**src/sv/i26wl_pkg.sv**
```systemverilog
package i26wl_pkg;

    localparam int COEF_WIDTH       = 16;
    localparam int CLIP_WIDTH       = 5;
    localparam int SAMPLE_WIDTH_DEF = 16;

    // Width of a weighted low sum: 16 times the largest coefficient plus margin.
    localparam int TAPS_WIDTH = COEF_WIDTH + 6;
    // Width of the part added to the smoothing term: a low plus or minus a high.
    localparam int REST_WIDTH = COEF_WIDTH + 2;

    localparam int QUEUE_DEPTH = 4;
    localparam int QPTR_WIDTH  = $clog2(QUEUE_DEPTH);

    // Kinds of sample-pair work handed from the front end to the back end.
    localparam logic [1:0] KIND_FIRST    = 2'd0;
    localparam logic [1:0] KIND_INTERIOR = 2'd1;
    localparam logic [1:0] KIND_LAST     = 2'd2;
    localparam logic [1:0] KIND_SHORT    = 2'd3;

    typedef struct packed {
        logic [1:0]                   kind;
        logic signed [COEF_WIDTH-1:0] a;
        logic signed [COEF_WIDTH-1:0] b;
        logic signed [COEF_WIDTH-1:0] c;
        logic signed [COEF_WIDTH-1:0] h;
    } job_t;

endpackage

```
**src/sv/i26wl_front.sv**
```systemverilog
module i26wl_front (
    input  logic                                    clk,
    input  logic                                    rst_n,
    input  logic                                    in_valid,
    output logic                                    in_ready,
    input  logic signed [i26wl_pkg::COEF_WIDTH-1:0] low_coef,
    input  logic signed [i26wl_pkg::COEF_WIDTH-1:0] high_coef,
    input  logic                                    line_end,
    output logic                                    push,
    output i26wl_pkg::job_t                         push_job,
    input  logic                                    queue_full
);
    import i26wl_pkg::*;

    logic signed [COEF_WIDTH-1:0] low_prev1_reg;
    logic signed [COEF_WIDTH-1:0] low_prev2_reg;
    logic signed [COEF_WIDTH-1:0] high_prev1_reg;
    logic signed [COEF_WIDTH-1:0] high_prev2_reg;
    logic [1:0]                   pos_count_reg;
    logic [1:0]                   pos_count_next;
    logic [1:0]                   job_idx_reg;
    logic [1:0]                   job_idx_next;
    logic [1:0]                   num_jobs;
    logic                         last_job;
    logic                         accept;

    // Number of sample pairs that this coefficient pair releases.
    always_comb
    begin
        case (pos_count_reg)
            2'd0, 2'd1: num_jobs = line_end ? 2'd1 : 2'd0;
            2'd2:       num_jobs = line_end ? 2'd3 : 2'd2;
            default:    num_jobs = line_end ? 2'd2 : 2'd1;
        endcase
    end

    always_comb
    begin
        push_job.a = low_prev2_reg;
        push_job.b = low_prev1_reg;
        push_job.c = low_coef;
        push_job.h = high_prev1_reg;
        if (pos_count_reg < 2'd2) begin
            push_job.kind = KIND_SHORT;
        end else if (pos_count_reg == 2'd2 && job_idx_reg == 2'd0) begin
            push_job.kind = KIND_FIRST;
            push_job.h    = high_prev2_reg;
        end else if ((pos_count_reg == 2'd2 && job_idx_reg == 2'd1) ||
                     (pos_count_reg == 2'd3 && job_idx_reg == 2'd0)) begin
            push_job.kind = KIND_INTERIOR;
        end else begin
            push_job.kind = KIND_LAST;
            push_job.a    = low_coef;
            push_job.c    = low_prev2_reg;
            push_job.h    = high_coef;
        end
    end

    assign last_job = (job_idx_reg == num_jobs - 2'd1);
    assign push     = in_valid && (num_jobs != 2'd0);
    assign in_ready = (num_jobs == 2'd0) || (!queue_full && last_job);
    assign accept   = in_valid && in_ready;

    always_comb
    begin
        job_idx_next = job_idx_reg;
        if (accept) begin
            job_idx_next = 2'd0;
        end else if (push && !queue_full) begin
            job_idx_next = job_idx_reg + 2'd1;
        end
    end

    always_comb
    begin
        if (line_end) begin
            pos_count_next = 2'd0;
        end else if (pos_count_reg != 2'd3) begin
            pos_count_next = pos_count_reg + 2'd1;
        end else begin
            pos_count_next = pos_count_reg;
        end
    end

    always_ff @(posedge clk or negedge rst_n)
    begin
        if (!rst_n) begin
            pos_count_reg  <= 2'd0;
            job_idx_reg    <= 2'd0;
            low_prev1_reg  <= '0;
            low_prev2_reg  <= '0;
            high_prev1_reg <= '0;
            high_prev2_reg <= '0;
        end else begin
            job_idx_reg <= job_idx_next;
            if (accept) begin
                pos_count_reg  <= pos_count_next;
                low_prev2_reg  <= low_prev1_reg;
                low_prev1_reg  <= low_coef;
                high_prev2_reg <= high_prev1_reg;
                high_prev1_reg <= high_coef;
            end
        end
    end

endmodule

```
**src/sv/i26wl_queue.sv**
```systemverilog
module i26wl_queue (
    input  logic            clk,
    input  logic            rst_n,
    input  logic            push,
    input  i26wl_pkg::job_t push_job,
    output logic            full,
    input  logic            pop,
    output logic            head_valid,
    output i26wl_pkg::job_t head_job
);
    import i26wl_pkg::*;

    job_t                  mem [QUEUE_DEPTH];
    logic [QPTR_WIDTH-1:0] wr_ptr_reg;
    logic [QPTR_WIDTH-1:0] rd_ptr_reg;
    logic [QPTR_WIDTH:0]   count_reg;
    logic [QPTR_WIDTH:0]   count_next;
    logic                  push_do;
    logic                  pop_do;

    assign full       = (count_reg == (QPTR_WIDTH+1)'(QUEUE_DEPTH));
    assign head_valid = (count_reg != '0);
    assign head_job   = mem[rd_ptr_reg];
    assign push_do    = push && !full;
    assign pop_do     = pop && head_valid;

    always_comb
    begin
        case ({push_do, pop_do})
            2'b10:   count_next = count_reg + 1'b1;
            2'b01:   count_next = count_reg - 1'b1;
            default: count_next = count_reg;
        endcase
    end

    always_ff @(posedge clk)
    begin
        if (push_do) begin
            mem[wr_ptr_reg] <= push_job;
        end
    end

    always_ff @(posedge clk or negedge rst_n)
    begin
        if (!rst_n) begin
            wr_ptr_reg <= '0;
            rd_ptr_reg <= '0;
            count_reg  <= '0;
        end else begin
            count_reg <= count_next;
            if (push_do) begin
                wr_ptr_reg <= wr_ptr_reg + 1'b1;
            end
            if (pop_do) begin
                rd_ptr_reg <= rd_ptr_reg + 1'b1;
            end
        end
    end

endmodule

```
**src/sv/i26wl_back.sv**
```systemverilog
module i26wl_back #(
    parameter int SAMPLE_WIDTH = i26wl_pkg::SAMPLE_WIDTH_DEF
) (
    input  logic                                clk,
    input  logic                                rst_n,
    input  logic [i26wl_pkg::CLIP_WIDTH-1:0]    clip_bits,
    input  logic                                head_valid,
    input  i26wl_pkg::job_t                     head_job,
    output logic                                pop,
    output logic                                out_valid,
    input  logic                                out_ready,
    output logic signed [SAMPLE_WIDTH-1:0]      sample,
    output logic                                line_done,
    output logic                                short_line
);
    import i26wl_pkg::*;

    localparam int TW = TAPS_WIDTH;
    localparam int RW = REST_WIDTH;
    localparam int XW = ((SAMPLE_WIDTH > TW) ? SAMPLE_WIDTH : TW) + 2;
    localparam logic signed [TW-1:0] TAPS_ZERO = TW'(-4);

    logic                          advance;
    logic                          phase_reg;
    logic signed [TW-1:0]          ax;
    logic signed [TW-1:0]          bx;
    logic signed [TW-1:0]          cx;
    logic signed [RW-1:0]          hx;
    logic signed [RW-1:0]          base;
    logic signed [TW-1:0]          taps_u;
    logic signed [TW-1:0]          taps_v;
    logic signed [TW-1:0]          taps_d;
    logic signed [TW-1:0]          taps;
    logic signed [RW-1:0]          rest;
    logic                          done;
    logic                          is_short;
    logic                          pair_end;

    logic                          a_valid_reg;
    logic signed [TW-1:0]          taps_reg;
    logic signed [RW-1:0]          rest_reg;
    logic                          done_reg;
    logic                          short_reg;

    logic signed [XW-1:0]          tsum;
    logic signed [XW-1:0]          tshift;
    logic signed [SAMPLE_WIDTH-1:0] term;
    logic signed [XW-1:0]          ssum;
    logic signed [XW-1:0]          sshift;
    logic signed [SAMPLE_WIDTH-1:0] wrapped;
    logic [SAMPLE_WIDTH-1:0]       top;
    logic signed [SAMPLE_WIDTH-1:0] clamped;

    logic                          out_valid_reg;
    logic signed [SAMPLE_WIDTH-1:0] sample_reg;
    logic                          line_done_reg;
    logic                          short_line_reg;

    // The whole two-stage pipe moves when the output register is free.
    assign advance = !out_valid_reg || out_ready;

    assign ax = {{(TW-COEF_WIDTH){head_job.a[COEF_WIDTH-1]}}, head_job.a};
    assign bx = {{(TW-COEF_WIDTH){head_job.b[COEF_WIDTH-1]}}, head_job.b};
    assign cx = {{(TW-COEF_WIDTH){head_job.c[COEF_WIDTH-1]}}, head_job.c};
    assign hx = {{(RW-COEF_WIDTH){head_job.h[COEF_WIDTH-1]}}, head_job.h};

    // Boundary weights 11,-4,1 and 5,4,-1 as shifts and adds.
    assign taps_u = (ax <<< 3) + (ax <<< 1) + ax - (bx <<< 2) + cx;
    assign taps_v = (ax <<< 2) + ax + (bx <<< 2) - cx;
    assign taps_d = ax - cx;

    always_comb
    begin
        base     = '0;
        is_short = 1'b0;
        done     = 1'b0;
        case (head_job.kind)
            KIND_FIRST: begin
                taps = phase_reg ? taps_v : taps_u;
            end
            KIND_INTERIOR: begin
                taps = phase_reg ? -taps_d : taps_d;
                base = {{(RW-COEF_WIDTH){head_job.b[COEF_WIDTH-1]}}, head_job.b};
            end
            KIND_LAST: begin
                taps = phase_reg ? taps_u : taps_v;
                done = phase_reg;
            end
            default: begin
                taps     = TAPS_ZERO;
                is_short = 1'b1;
                done     = 1'b1;
            end
        endcase
        if (is_short) begin
            rest = '0;
        end else if (phase_reg) begin
            rest = base - hx;
        end else begin
            rest = base + hx;
        end
    end

    // A short-line marker is a single transfer; every other job gives two.
    assign pair_end = is_short || phase_reg;
    assign pop      = advance && head_valid && pair_end;

    assign tsum    = {{(XW-TW){taps_reg[TW-1]}}, taps_reg} + XW'(4);
    assign tshift  = tsum >>> 3;
    assign term    = tshift[SAMPLE_WIDTH-1:0];
    assign ssum    = {{(XW-SAMPLE_WIDTH){term[SAMPLE_WIDTH-1]}}, term}
                   + {{(XW-RW){rest_reg[RW-1]}}, rest_reg};
    assign sshift  = ssum >>> 1;
    assign wrapped = sshift[SAMPLE_WIDTH-1:0];
    assign top     = ~({SAMPLE_WIDTH{1'b1}} << clip_bits);

    always_comb
    begin
        clamped = wrapped;
        if (clip_bits != '0) begin
            if (wrapped[SAMPLE_WIDTH-1]) begin
                clamped = '0;
            end else if ($unsigned(wrapped) > top) begin
                clamped = $signed(top);
            end
        end
    end

    always_ff @(posedge clk)
    begin
        if (advance) begin
            taps_reg       <= taps;
            rest_reg       <= rest;
            done_reg       <= done;
            short_reg      <= is_short;
            sample_reg     <= clamped;
            line_done_reg  <= done_reg;
            short_line_reg <= short_reg;
        end
    end

    always_ff @(posedge clk or negedge rst_n)
    begin
        if (!rst_n) begin
            phase_reg     <= 1'b0;
            a_valid_reg   <= 1'b0;
            out_valid_reg <= 1'b0;
        end else if (advance) begin
            a_valid_reg   <= head_valid;
            out_valid_reg <= a_valid_reg;
            if (head_valid) begin
                phase_reg <= !pair_end;
            end
        end
    end

    assign out_valid  = out_valid_reg;
    assign sample     = sample_reg;
    assign line_done  = line_done_reg;
    assign short_line = short_line_reg;

endmodule

```
**src/sv/inverse_26_wavelet_line.sv**
```systemverilog
// Inverse 2/6 wavelet synthesis over one line. Each input transfer carries one
// low-band and one high-band coefficient, with line_end on the last pair; each
// pair becomes two samples, even then odd, one output transfer per cycle while
// out_ready allows, from the single sample datapath in the back end; new pairs
// can enter while earlier work waits in the job queue. Interior samples need
// the following low, so they appear one pair late; the first two pairs of a
// line give nothing, the third gives two positions and a line_end pair adds
// its own position, holding the input while that work enters the four-entry
// job queue. A line of fewer than three pairs gives one transfer with sample
// zero, line_done and short_line set. A job's even sample passes taps_reg,
// then the output register, after the job reaches the queue head, and the odd
// sample follows. clip_bits must be written only while idle (not enforced by
// the block); when nonzero it clamps samples to 0..2^clip_bits-1.
module inverse_26_wavelet_line #(
    parameter int SAMPLE_WIDTH = i26wl_pkg::SAMPLE_WIDTH_DEF
) (
    input  logic                                    clk,
    input  logic                                    rst_n,
    input  logic                                    cfg_we,
    input  logic [i26wl_pkg::CLIP_WIDTH-1:0]        cfg_data,
    input  logic                                    in_valid,
    output logic                                    in_ready,
    input  logic signed [i26wl_pkg::COEF_WIDTH-1:0] low_coef,
    input  logic signed [i26wl_pkg::COEF_WIDTH-1:0] high_coef,
    input  logic                                    line_end,
    output logic                                    out_valid,
    input  logic                                    out_ready,
    output logic signed [SAMPLE_WIDTH-1:0]          sample,
    output logic                                    line_done,
    output logic                                    short_line
);
    import i26wl_pkg::*;

    logic [CLIP_WIDTH-1:0] clip_bits_reg;
    logic                  push;
    job_t                  push_job;
    logic                  queue_full;
    logic                  pop;
    logic                  head_valid;
    job_t                  head_job;

    always_ff @(posedge clk or negedge rst_n)
    begin
        if (!rst_n) begin
            clip_bits_reg <= '0;
        end else if (cfg_we) begin
            clip_bits_reg <= cfg_data;
        end
    end

    i26wl_front u_front (
        .clk        (clk),
        .rst_n      (rst_n),
        .in_valid   (in_valid),
        .in_ready   (in_ready),
        .low_coef   (low_coef),
        .high_coef  (high_coef),
        .line_end   (line_end),
        .push       (push),
        .push_job   (push_job),
        .queue_full (queue_full)
    );

    i26wl_queue u_queue (
        .clk        (clk),
        .rst_n      (rst_n),
        .push       (push),
        .push_job   (push_job),
        .full       (queue_full),
        .pop        (pop),
        .head_valid (head_valid),
        .head_job   (head_job)
    );

    i26wl_back #(
        .SAMPLE_WIDTH (SAMPLE_WIDTH)
    ) u_back (
        .clk        (clk),
        .rst_n      (rst_n),
        .clip_bits  (clip_bits_reg),
        .head_valid (head_valid),
        .head_job   (head_job),
        .pop        (pop),
        .out_valid  (out_valid),
        .out_ready  (out_ready),
        .sample     (sample),
        .line_done  (line_done),
        .short_line (short_line)
    );

endmodule
```
**config.mk**
```make
export PLATFORM = sky130hd
export DESIGN_NAME = inverse_26_wavelet_line
export DESIGN_NICKNAME = d
export VERILOG_FILES = /design/src/sv/i26wl_pkg.sv /design/src/sv/i26wl_front.sv /design/src/sv/i26wl_queue.sv /design/src/sv/i26wl_back.sv /design/src/sv/inverse_26_wavelet_line.sv
export SDC_FILE = /design/constraint.sdc
export NUM_CORES = 1
export LEC_CHECK = 0
export ABC_AREA = 1
export BUFFER_PORTS_ARGS = -buffer_cell sky130_fd_sc_hd__buf_2
export CAP_MARGIN = 20
export CORE_UTILIZATION = 50
export CTS_CLUSTER_SIZE = 14
export DETAILED_ROUTE_END_ITERATION = 8
export PLACE_DENSITY = 0.75
export RECOVER_POWER = 100
export SLEW_MARGIN = 25
export SYNTH_ARGS = -nofsm -noshare
export SYNTH_HDL_FRONTEND = slang
export SYNTH_SLANG_ARGS = --single-unit
```
**constraint.sdc**
```tcl
create_clock -name clk -period 5.2 [get_ports clk]
set_input_delay 0.26 -clock clk [delete_from_list [all_inputs] [get_ports clk]]
set_output_delay 0.26 -clock clk [all_outputs]
set_load 0.005 [all_outputs]
```
* Yosys cells after proc, flatten, opt, wreduce, memory -nomap -nowiden
Memory sizes are Yosys's and may differ from the RTL's.
Index checks and enable logic that the tools add are counted.
** Word-level totals
- Flip-flop bits (word level) :: 139
- Word-level logic and storage cells :: 120
- Bits in writable memories :: 264
- Input port bits :: 43
- Memories :: 1
** Cells by class
- $lt $le $gt $ge :: 2
- Shifts and indexed selects :: 1
- Multiplexer cells :: 32
- Reductions and logical operators :: 32
- Bitwise gates (word level) :: 1
- $add $sub $neg :: 20
- Equal/unequal tests :: 11
** Memories
- u_queue.mem :: words 4, width 66, rd ports 1, clocked after Yosys merged registers in 0, wr ports 1, RTL line i26wl_queue.sv:13 : job_t mem [QUEUE_DEPTH];
** Operator list (count)
- $mux W16 :: 8
- $mux W32 :: 2
- $mux W19 :: 3
- $pmux W19 S3 :: 1
- $add A19 B16 Y19 :: 2
- $mux W17 :: 2
- $add A18 B16 Y19 :: 1
- $add A19 B17 Y19 :: 1
- $add A19 B18 Y19 :: 1
- $add A19 B4 Y19 const B :: 1
- $neg A17 Y19 :: 1
- $sub A19 B16 Y19 :: 1
- $sub A19 B18 Y19 :: 1
- $add A16 B17 Y17 :: 1
- $add A17 B16 Y17 :: 1
- $sub A16 B16 Y17 :: 1
- $sub A17 B16 Y17 :: 1
- $gt A16 B16 Y1 :: 1
- $mux W2 :: 8
- $not A16 Y16 :: 1
- $shl A16 B5 Y16 const A :: 1
- $logic_and A1 B1 Y1 :: 10
- $add A2 B1 Y2 const B :: 4
- $eq A2 B1 Y1 const B :: 4
- other kinds (21) :: 41

* Depth between registers and ports, before layout
Gate-level depths: netlist (run 1).
- Depth after elaboration :: 9
- Mapped depth :: 32
- Gate-level depth less buffers :: 32

* Cells and area by module
Synthesis (run 1) repeated with hierarchy kept, for this count alone.
** Unflattened totals
- Cells, all modules :: 2747
- Area total of the unflattened synthesis :: 25076.6 um2
** By module, submodules not included
- i26wl_queue :: cells an instance 831, times used 1, seq. area each 8102.8 um2, area an instance 11083.1 um2
- i26wl_back :: cells an instance 1440, times used 1, seq. area each 1696.6 um2, area an instance 10336.2 um2
- i26wl_front :: cells an instance 455, times used 1, seq. area each 1701.6 um2, area an instance 3472.1 um2
- inverse_26_wavelet_line :: cells an instance 21, times used 1, seq. area each 125.1 um2, area an instance 185.2 um2

* Worst setup path after synthesis (run 1)
No wires, ideal clock.
- Kind :: flip-flop to flip-flop
- Start :: reg u_queue.rd_ptr_reg[0]
- End :: reg u_back.taps_reg[12], data pin
- Data arrival time :: 4.922 ns
- Period minus slack after synthesis :: 5.178 ns
- Setup time :: 0.256 ns
- Path buffers :: 4
- Setup slack :: 0.022 ns
- Stages on the path, launching flop included :: 25
- Path through :: dfrtp_1 -> inv_2 -> buf_6 -> buf_4 -> buf_2 -> buf_1 -> nand2_1 -> a32oi_1 -> inv_1 -> fa_1 -> inv_1 -> fa_1 -> inv_1 -> fa_1 -> inv_1 -> ha_1 -> a21oi_1 -> a21boi_0 -> o21ai_0 -> a21oi_1 -> nand2_1 -> nand2_1 -> nand2_1 -> a21oi_1 -> nand2_1
** Between the ends
- Word-level cells in the longest chain between the ends :: 7
** Ends and longest elaborated chain
- start: declaration :: RTL line i26wl_queue.sv:15 : logic [QPTR_WIDTH-1:0] rd_ptr_reg;
- start signal: assignment :: RTL line i26wl_queue.sv:55 : rd_ptr_reg <= rd_ptr_reg + 1'b1;
- $mem_v2 Z4 W66 *
- $add A19 B17 Y19 :: RTL line i26wl_back.sv:68 : assign taps_u = (ax <<< 3) + (ax <<< 1) + ax - (bx <<< 2) + cx;
- $add A19 B16 Y19 :: RTL line i26wl_back.sv:68
- $sub A19 B18 Y19 :: RTL line i26wl_back.sv:68
- $add A19 B16 Y19 :: RTL line i26wl_back.sv:68
- $mux W19, on equally long branches :: RTL line i26wl_back.sv:86, i26wl_back.sv:79
- $pmux W19 S3 * :: RTL line i26wl_back.sv:77 : case (head_job.kind)
- via u_back.taps[12] :: RTL line i26wl_back.sv:33 : logic signed [TW-1:0] taps;
- end signal: assignment :: RTL line i26wl_back.sv:132 : taps_reg <= taps;
- end: declaration :: RTL line i26wl_back.sv:40 : logic signed [TW-1:0] taps_reg;
Mark *: on every way through the listed nets, which the timed path passes. The rest lies on a longest branch.
A chain may end at the register's enable or synchronous reset.

* Worst setup path after layout (run 1)
Same ends and word-level chain as after synthesis.

==> results of run 1 <==
==> cells by family (layout without fill, tap and decap cells) <==
logic type                 count (synthesis)  after routing  synth area share [%]
DFF                                      401            401                  47.0
adders and majority gates                202            202                  12.6
xor gates and xnor gates                  64             64                  2.27
buffers and inverters                    493            659                  8.15
and+or+nand+nor                         1053           1053                  17.9
AOI/OAI and AO/OA                        486            486                  12.0
==> synthesized netlist by cell type, types with 7 or more instances <==
| cell type | instances | area, um^2 |
|---|---|---|
| nand2_1 | 650 | 2440 |
| inv_1 | 399 | 1500 |
| edfxtp_1 | 318 | 9550 |
| o21ai_0 | 171 | 856 |
| nor2_1 | 160 | 601 |
| a21oi_1 | 148 | 741 |
| nand3_1 | 136 | 681 |
| ha_1 | 123 | 1540 |
| dfrtp_1 | 83 | 2080 |
| fa_1 | 79 | 1580 |
| a32oi_1 | 36 | 315 |
| xor2_1 | 35 | 307 |
| xnor2_1 | 29 | 254 |
| buf_2 | 27 | 135 |
| clkbuf_1 | 27 | 101 |
| a21oi_2 | 22 | 193 |
| nor2_2 | 19 | 119 |
| nand2_2 | 18 | 113 |
| o221ai_1 | 18 | 158 |
| nand4_1 | 17 | 106 |
| nor3_1 | 16 | 80.1 |
| o21ai_1 | 15 | 75.1 |
| buf_6 | 13 | 146 |
| o21ai_2 | 12 | 105 |
| inv_2 | 11 | 41.3 |
| buf_1 | 10 | 37.5 |
| a32o_1 | 9 | 90.1 |
| nand3b_1 | 9 | 67.6 |
| or2_2 | 8 | 50.1 |
| nand3_2 | 7 | 70.1 |
==> worst min-delay path by stage <==
stage,start,endpoint,slack (ps),cells after the start
after floorplan,rst_n,clip_bits_reg[0],-40,0
after global placement,rst_n,clip_bits_reg[3],150,1
after detailed placement,rst_n,clip_bits_reg[3],150,1
after CTS,low_coef[4],u_front.low_prev1_reg[4],20,3
after global routing,low_coef[4],u_front.low_prev1_reg[4],60,3
final,low_coef[4],u_front.low_prev1_reg[4],40,3
==> tightest hold or removal path: stages <==
cell and delay [ps]:
buf_2 120, inv_1 70, o21ai_0 90
==> cells in the final DEF (no fill, tap or decap), drive strengths merged, types with 12 or more instances in the layout <==
cell type | synthesis | final
xnor2 | 29 | 29
clkbuf | 27 | 80
nand3 | 143 | 143
ha | 123 | 123
a32oi | 38 | 38
inv | 410 | 409
edfxtp | 318 | 318
dfrtp | 83 | 83
dlygate4sd3 | 0 | 47
nand2 | 670 | 670
o221ai | 18 | 18
nor3 | 16 | 16
nor2 | 181 | 181
buf | 55 | 104
xor2 | 35 | 35
clkinv | 1 | 12
a21oi | 171 | 171
fa | 79 | 79
o21ai | 199 | 199
nand4 | 17 | 17
==> layout make-up <==
type	instances	area (um^2)
timing repair buffer	172	1340
clock inverter	17	278
multi-input combinational	1805	11100
clock buffer	59	1160
sequential	401	11600
tap	664	831
inverter	411	1560
fill	4229	21000
==> timing repair <==
action                                 4_1_cts  5_1_grt
setup endpoints to repair                    0       26
resized for setup                            0       25
hold buffers                                47        0
endpoints found under the hold margin       52        0
==> metrics by stage <==
| stage | util [%] | worst slack, ps |
|---|---|---|
| 2_1_floorplan | - | 21.6 |
| 3_5_place_dp | 53.2 | 75.0 |
| 6_report | 57.1 | 300 |
| 5_1_grt | 57.1 | 0.272 |
| 4_1_cts | 57.1 | 67.8 |
| 3_3_place_gp | 53.2 | 152 |
==> layer usage <==
| metal | routed length, um | up-vias | global-route usage [%] |
|---|---|---|---|
| li1 | - | 9245 | - |
| met1 | 26400 | 9223 | 32.9 |
| met2 | 29200 | 546 | 40.7 |
| met3 | 3660 | 114 | 4.27 |
| met4 | 1960 | 0 | 8.49 |
| met5 | 0 | - | 0 |
==> metrics.csv, run 1 <==
stage,metric,value,unit
critical_path,worstSetupEndpointType,flip-flop,
critical_path,r2r-start,u_queue.rd_ptr_reg[0],
critical_path,critPathLaunchType,flip-flop,
placement,place_hpwl,44.6,mm
floorplanning,rows,81,
grt,gr-total-overflow,0,
logic_synthesis,synth-seq-area-share,47.0,%
logic_synthesis,avgSynthCellArea,9.17,um^2
critical_path,cpMostUsedCell,nand2_1,
critical_path,path_max_fanout,29,
placement,placed_cell_area,26000,um^2
grt,grt_usage,24.7,%
cells_and_area,nets,3077,
logic_synthesis,synth-async-reset-ratio,20.7,%
logic_synthesis,syn_area,24700,um^2
critical_path,cp.arrival,5210,ps
floorplanning,initial_core_util,50.6,%
logic_synthesis,synthFlopType,edfxtp_1,
cts,numCtsBuffers,41,
detailed_routing,drtPass1Iterations,5,
floorplanning,core_area,48800,um^2
cts,ctsHtreeMaxLevel,2,
critical_path,ff2ff_setup_slack,300,ps
timing,max-slew-margin-rel,-125,%
detailed_routing,vias_per_cell,5.42,
timing,slew_violations,325,
cts,clock-sinks,401,
detailed_routing,drcViolationCount,0,
critical_path,crit_family,adder cells,
logic_synthesis,syn_nets,2944,
flow_run,drv_cap,7,
critical_path,startpoint,u_queue.rd_ptr_reg[0],
detailed_routing,wl_per_cell,17.3,um
min_path,hold_path_class,in -> reg,
cells_and_area,fin_area,27900,um^2
timing,fmax,0.204,GHz
cells_and_area,largest_reg_flops,264,
logic_synthesis,ys_warn_count,0,
placement,dp_cells,3404,
critical_path,r2r.worst_path.cells,20,
logic_synthesis,synth_edf_count,318,
detailed_routing,ant_nets,0,
grt,first_global_vias,18700,
cts,clk_pin_slew_worst_paths,70,ps
cts,clk_latency,580,ps
detailed_routing,drt-total-wl,61.2,mm
critical_path,critPathMaxStageDelay,560,ps
critical_path,worstPathCellList,clkbuf_16 > a21oi_1 > a32oi_1 > buf_4 > fa_1 > inv_1 > fa_1 > fa_1 > fa_1 > nand3b_1 > nand2_1 > a21boi_1 > o21ai_0 > a21oi_1 > inv_1 > nand2_1 > nand2_1 > nand2_1 > a21oi_1 > nand2_1,
cts,clockBufferDepth,3,
run_status,violations,"capacitance limit, slew limit",
floorplanning,io_pins,63,
grt,grt_first_pass_wirelength,97.4,mm
timing,setup_viol,0,
critical_path,cp_num_buf_inv,4,
run_status,status,"finished, violations left",
critical_path,crit_end,u_back.taps_reg[12],
floorplanning,die_w,224,um
cells_and_area,area_growth,12.7,%
floorplanning,dieArea,50400,um^2
critical_path,worst_ep_required_time,5510,ps
timing,tns,0,ps
placement,place_congestion,0.967,
critical_path,r2r-end,u_back.taps_reg[12],
timing,period_minus_slack,4900,ps
grt,grt_max_degree,79,
critical_path,crit_cells,20,
cells_and_area,num_antenna_cells,0,
cts,cts_tree,built,
floorplanning,die_height,224,um
critical_path,criticalPathCategory,reg -> reg,
logic_synthesis,yosys.cell_types.count,58,
timing,fin_crit_sh,94.2,%
critical_path,crit_slowest_cell,dfrtp_4,
cts,clock-root-buffer,clkbuf_16,
logic_synthesis,ys_ff_latch,401,
cells_and_area,final_cells,3529,
timing,skew,30.9,ps
cts,cts_setup_buffers,0,
detailed_routing,drt_iter0_markers,1365,
timing,grt_setup_unrepaired,no,
cells_and_area,drive_above_1_share,9.74,%
placement,io_buffers,62,
grt,grt_antenna_before_repair,0,
detailed_routing,num_vias,19100,
timing,tightest_slew,3370,ps
timing,fin_hold_ws,41.7,ps
logic_synthesis,netlist_instances,2699,
timing,hold_viol_final,0,
Power of run 1 is left out: the tool's default activity adds up to more than one toggle a clock period on the data nets, which glitch-free logic cannot reach.
==> inputs of run 2 (changes only) <==
--- a/config.mk
+++ b/config.mk
@@ -9,9 +9,10 @@
 export BUFFER_PORTS_ARGS = -buffer_cell sky130_fd_sc_hd__buf_2
 export CAP_MARGIN = 20
 export CORE_UTILIZATION = 50
-export CTS_CLUSTER_SIZE = 14
+export CTS_BUF_LIST = sky130_fd_sc_hd__clkbuf_8
+export CTS_CLUSTER_SIZE = 40
 export DETAILED_ROUTE_END_ITERATION = 8
-export PLACE_DENSITY = 0.75
+export PLACE_DENSITY = 0.72
 export RECOVER_POWER = 100
 export SLEW_MARGIN = 25
 export SYNTH_ARGS = -nofsm -noshare
==> constraint.sdc (replaced) <==
create_clock -name clk -period 4.7 [get_ports clk]
set_input_delay 0.235 -clock clk [delete_from_list [all_inputs] [get_ports clk]]
set_output_delay 0.235 -clock clk [all_outputs]
set_load 0.005 [all_outputs]
==> run 2 against run 1 <==
Against the previous run:
- the flow still finishes with violations (capacitance limit, slew limit)
- count of clock-buffer cells in the layout up 13
- critical path depth up 1
- global-route usage up 0.98 points
- final area up 7.0%
- sequential cell count unchanged
- maximum frequency up 6.5%
==> metrics.csv, run 2 (synthesis results as in run 1) <==
stage,metric,value,unit
grt,grt_max_degree,71,
cells_and_area,final_util,61.0,%
floorplanning,die_w,224,um
critical_path,path_max_fanout,8,
grt,grt_antenna_before_repair,1,
detailed_routing,drcViolationCount,0,
critical_path,criticalPathCategory,reg -> reg,
cells_and_area,fill_cells,4057,
detailed_routing,ant_nets,0,
run_status,status,"finished, violations left",
detailed_routing,drt-total-wl,66.6,mm
grt,gr-total-overflow,0,
timing,fmax,0.217,GHz
grt,first_global_vias,19200,
grt,grt_usage,25.7,%
timing,tightest_slew,3360,ps
timing,setup_viol,0,
timing,max-slew-margin-rel,-124,%
cts,clock-root-buffer,clkbuf_8,
flow_run,drv_cap,2,
placement,place_hpwl,46.8,mm
cells_and_area,seq_area,11600,um^2
cts,clock-sinks,401,
critical_path,worst_ep_required_time,5110,ps
placement,place_ws,-112,ps
cts,ctsHtreeMaxLevel,3,
cts,clockBufferDepth,3,
critical_path,cpMostUsedCell,nand2_1,
cts,clk_pin_slew_worst_paths,60,ps
placement,io_buffers,62,
detailed_routing,drtPass1Iterations,6,
cts,numCtsBuffers,67,
critical_path,ff2ff_setup_slack,100,ps
cells_and_area,multi_input_area,11900,um^2
min_path,holdPathStages,5,
critical_path,worstSetupEndpointType,flip-flop,
critical_path,crit_slowest_cell,fa_1,
floorplanning,die_height,224,um
critical_path,cp.arrival,5010,ps
run_status,violations,"capacitance limit, slew limit",
cells_and_area,mostFrequentLayoutCells,"nand2_1, inv_1, edfxtp_1, o21ai_0, buf_4",
cells_and_area,layout_commonest_cell,nand2_1,
grt,grt_first_pass_wirelength,101,mm
critical_path,critPathLaunchType,flip-flop,
cells_and_area,fin_area,29800,um^2
placement,place_congestion,0.979,
floorplanning,initial_core_util,50.6,%
cells_and_area,largest_reg_flops,264,
timing,fin_crit_sh,97.9,%
timing,skew,28.0,ps
critical_path,worstPathCellList,buf_6 > clkinv_8 > clkbuf_16 > nand2_1 > a32oi_2 > buf_4 > fa_1 > fa_1 > inv_1 > fa_1 > ha_1 > a21oi_2 > nand2_2 > a21boi_2 > o21ai_2 > a21oi_2 > nand2_1 > nand3_1 > nand2_1 > a21oi_1 > nand2_1,
timing,worst_slack,99.9,ps
cells_and_area,area_growth,20.5,%
detailed_routing,drt_iter0_markers,1758,
cts,cts_tree,built,
timing,hold_viol_final,0,
placement,placed_cell_area,26700,um^2
cts,clk_latency,660,ps
detailed_routing,vias_per_cell,5.39,
critical_path,r2r-end,u_back.taps_reg[12],
floorplanning,io_pins,63,
detailed_routing,num_vias,20000,
critical_path,startpoint,u_queue.rd_ptr_reg[0],
min_path,min_to,u_back.a_valid_reg,
critical_path,r2r.worst_path.cells,21,
min_path,hold_path_class,in -> reg,
min_path,worstHoldStart,out_ready,
floorplanning,core_area,48800,um^2
critical_path,critPathMaxStageDelay,550,ps
floorplanning,rows,81,
timing,slew_violations,114,
detailed_routing,wl_per_cell,18.0,um
timing,period_minus_slack,4600,ps
critical_path,r2r-start,u_queue.rd_ptr_reg[0],
cells_and_area,drive_above_1_share,19.0,%
cells_and_area,nets,3232,
floorplanning,dieArea,50400,um^2
run 2: cell types whose count changed in the layout (fill, tap and decap cells not counted), sizes merged, moves of 2 or more:
cell,before,now
inv,409,439
clkbuf,80,96
bufinv,5,2
buf,104,227
dlygate4sd3,47,49
clkinv,12,21
run 2: layout make-up:
type                       count  share of cell area [%]
multi-input combinational   1805                    39.8
antenna                        1                 0.00839
timing repair buffer         300                    8.74
timing repair inverter         1                  0.0294
clock buffer                  72                    3.32
sequential                   401                    39.0
tap                          664                    2.79
clock inverter                51                    1.05
inverter                     411                    5.22
run 2: metrics by stage:
step / TNS, ps / hold WS (ps) / cells
floorplan: -54.5 / -60.6 / 2699
global placement: -188 / 362 / 3483
detailed placement: -425 / 365 / 3483
CTS: 0 / 23.2 / 3655
global route: -1460 / 110 / 3706
finish: 0 / 49.0 / 3706
run 2: layer usage:
metal	track usage, %	part of all wire, %	vias up
li1	-	-	9597
met1	35.5	44	9566
met2	41.8	48	712
met3	3.53	6.6	96
met4	8.12	1.9	0
met5	0	0	-
run 2: worst max-delay path by stage:
stage,endpoint,cells past startpoint
global route,u_back.sample[10],31
finish,u_back.taps_reg[12],21
global placement,u_back.taps_reg[9],18
detailed placement,u_back.taps_reg[12],20
CTS,u_back.taps_reg[9],20
floorplan,u_back.taps_reg[12],23
run 2: critical path: cells and delay by family, from the launching register on:
kind / cells / cell delay, ps
buffers and inverters: 5 / 640
AND/OR/NAND/NOR: 6 / 420
flip-flops: 1 / 500
adder cells (fa/ha/maj): 4 / 1800
AO/OA/AOI/OAI: 6 / 950
run 2: what timing repair did:
item	4_1_cts	5_1_grt
resized for setup	7	178
setup endpoints to repair	7	29
setup buffers	0	35
endpoints found under the hold margin	103	0
gates cloned	0	15
hold buffers	49	0
pin swaps	0	91
Power of run 2 is left out for the same reason.
==> inputs of run 3 (changes only) <==
--- a/config.mk
+++ b/config.mk
@@ -8,12 +8,14 @@
 export ABC_AREA = 1
 export BUFFER_PORTS_ARGS = -buffer_cell sky130_fd_sc_hd__buf_2
 export CAP_MARGIN = 20
-export CORE_UTILIZATION = 50
+export CORE_UTILIZATION = 30
 export CTS_BUF_LIST = sky130_fd_sc_hd__clkbuf_8
 export CTS_CLUSTER_SIZE = 40
 export DETAILED_ROUTE_END_ITERATION = 8
-export PLACE_DENSITY = 0.72
+export HOLD_SLACK_MARGIN = 0.05
+export PLACE_DENSITY = 0.5
 export RECOVER_POWER = 100
+export SETUP_SLACK_MARGIN = 0.3
 export SLEW_MARGIN = 25
 export SYNTH_ARGS = -nofsm -noshare
 export SYNTH_HDL_FRONTEND = slang
==> run 3 against run 2 <==
Against the previous run:
- the run still ends with capacitance limit, slew limit left
- utilization shrank 22 points
- count of clock-buffer cells in the layout grew 10
- critical path depth shrank 2
- final area rose by 5.9%
- first-iteration DRC count down 45%
- worst setup slack improved by 48 ps
- sequential share of layout area is 2.2 points lower
- largest cell class unchanged
==> metrics.csv, run 3 (synthesis results as in run 1) <==
stage,metric,value,unit
detailed_routing,num_vias,19300,
floorplanning,initial_core_util,30.5,%
cts,numCtsBuffers,74,
timing,fin_crit_sh,96.9,%
critical_path,worstPathCellList,buf_12 > buf_16 > buf_6 > a21oi_2 > a32oi_2 > buf_6 > fa_1 > fa_1 > inv_1 > fa_1 > inv_1 > ha_4 > a21oi_2 > a21boi_2 > nand3_4 > a21oi_2 > o21ai_0 > o22ai_1 > nand3_1,
timing,setup_viol,0,
floorplanning,die_w,289,um
timing,hold_viol_final,0,
cells_and_area,fill_cells,8084,
floorplanning,die_height,289,um
timing,skew,43.4,ps
cells_and_area,area_growth,27.6,%
timing,tightest_slew,3310,ps
cts,ctsHtreeMaxLevel,3,
placement,io_buffers,62,
critical_path,critPathLaunchType,flip-flop,
cells_and_area,nets,3292,
critical_path,crit_slowest_cell,dfrtp_4,
cells_and_area,final_cells,4167,
cts,clk_pin_slew_worst_paths,60,ps
detailed_routing,wl_per_cell,16.9,um
timing,period_minus_slack,4550,ps
detailed_routing,drcViolationCount,0,
grt,gr-total-overflow,0,
timing,grt_setup_unrepaired,yes,
cells_and_area,drive_above_1_share,23.5,%
floorplanning,io_pins,63,
cts,clockBufferDepth,3,
critical_path,worstSetupEndpointType,flip-flop,
min_path,hold_path_class,in -> reg,
critical_path,worst_ep_required_time,5100,ps
detailed_routing,vias_per_cell,4.64,
run_status,status,"finished, violations left",
critical_path,cp_num_buf_inv,6,
timing,fmax,0.220,GHz
floorplanning,core_area,81100,um^2
placement,dp_cells,3881,
grt,grt_antenna_before_repair,1,
grt,grt_usage,17.0,%
critical_path,crit_family,adder cells,
floorplanning,rows,104,
grt,grt_first_pass_wirelength,110,mm
placement,place_hpwl,49.5,mm
run_status,violations,"capacitance limit, slew limit",
floorplanning,dieArea,83600,um^2
cells_and_area,largest_reg_flops,264,
cells_and_area,layout_commonest_cell,nand2_1,
critical_path,cp.arrival,4950,ps
critical_path,critPathMaxStageDelay,590,ps
critical_path,path_max_fanout,7,
cells_and_area,mostFrequentLayoutCells,"nand2_1, inv_1, edfxtp_1, buf_4, o21ai_0",
critical_path,criticalPathCategory,reg -> reg,
detailed_routing,ant_nets,0,
flow_run,drv_cap,2,
detailed_routing,drt-total-wl,70.3,mm
grt,grt_max_degree,67,
detailed_routing,drtPass1Iterations,5,
cts,clock-sinks,401,
grt,first_global_vias,19400,
placement,place_congestion,0.903,
cts,clock-root-buffer,clkbuf_8,
timing,max-slew-margin-rel,-121,%
timing,slew_violations,108,
detailed_routing,drt_iter0_markers,973,
cells_and_area,seq_area,11600,um^2
cts,clk_latency,660,ps
cells_and_area,multi_input_area,12500,um^2
cts,cts_tree,built,
## run 3: cell count changes in the layout (fill, tap and decap cells not counted), moves of 15 or more
cell	delta
a21oi_1	-20
nand2_1	-43
a21oi_2	+18
buf_4	+23
nand2_2	+40
clkbuf_1	+15
## run 3: path summary, 6_finish.rpt
kind                            depth (start not counted)                  endpoint  slack [ps]                  start
worst max-delay path                                   19       u_back.taps_reg[16]         150  u_queue.rd_ptr_reg[0]
worst min-delay path                                    6      u_queue.count_reg[0]         260               in_valid
worst max register to register                         19       u_back.taps_reg[16]         150  u_queue.rd_ptr_reg[0]
worst min register to register                          0          u_back.line_done         420        u_back.done_reg
max in group asynchronous                               3          clip_bits_reg[2]        1080                  rst_n
min in group asynchronous                               2  u_front.low_prev2_reg[8]        1240                  rst_n
## run 3: worst register-to-register path: stages, from the launching register on
cell and delay (ps):
dfrtp_4 590, buf_12 190, buf_16 140, buf_6 130
a21oi_2 130, a32oi_2 80, buf_6 150, fa_1 500
fa_1 550, inv_1 50, fa_1 520, inv_1 60
ha_4 270, a21oi_2 120, a21boi_2 210, nand3_4 140
a21oi_2 160, o21ai_0 90, o22ai_1 160, nand3_1 90
## run 3: per-stage QoR
step	TNS [ps]	utilization [%]	instance area (um^2)	hold slack [ps]	setup slack (ps)
3_5_place_dp	-245	33.9	27500	373	-112
2_1_floorplan	0	-	25100	-60.6	8.37
5_1_grt	-167	38.9	31600	282	-64.9
6_report	0	38.9	31600	260	148
4_1_cts	0	38.0	30800	153	104
3_3_place_gp	-170	33.9	27500	367	-71.9
## run 3: repair_timing
| item | 4_1_cts | 5_1_grt |
|---|---|---|
| hold buffers | 50 | 0 |
| buffers inserted | 52 | 32 |
| hold endpoints to repair | 121 | 0 |
| gates resized for setup | 134 | 194 |
| setup endpoints to repair | 29 | 38 |
| pin swaps | 71 | 120 |
| gates cloned | 14 | 2 |
## run 3: area by class of cell
class                      count  share of cell area, %
antenna                        1                0.00793
clock buffer                  82                   3.57
clock inverter                53                   1.10
inverter                     411                   4.96
multi-input combinational   1805                   39.6
sequential                   401                   36.8
tap                         1060                   4.20
timing repair buffer         352                   9.70
timing repair inverter         2                 0.0555
## run 3: routing by layer
layer | vias to the layer above | track usage, % | part of all wire (%)
met5 | - | 0 | 0
met4 | 0 | 5.09 | 2.2
met3 | 78 | 2.34 | 3.5
met2 | 355 | 28.6 | 48
met1 | 9163 | 22.6 | 46
li1 | 9731 | - | -
Power of run 3 is left out for the same reason.
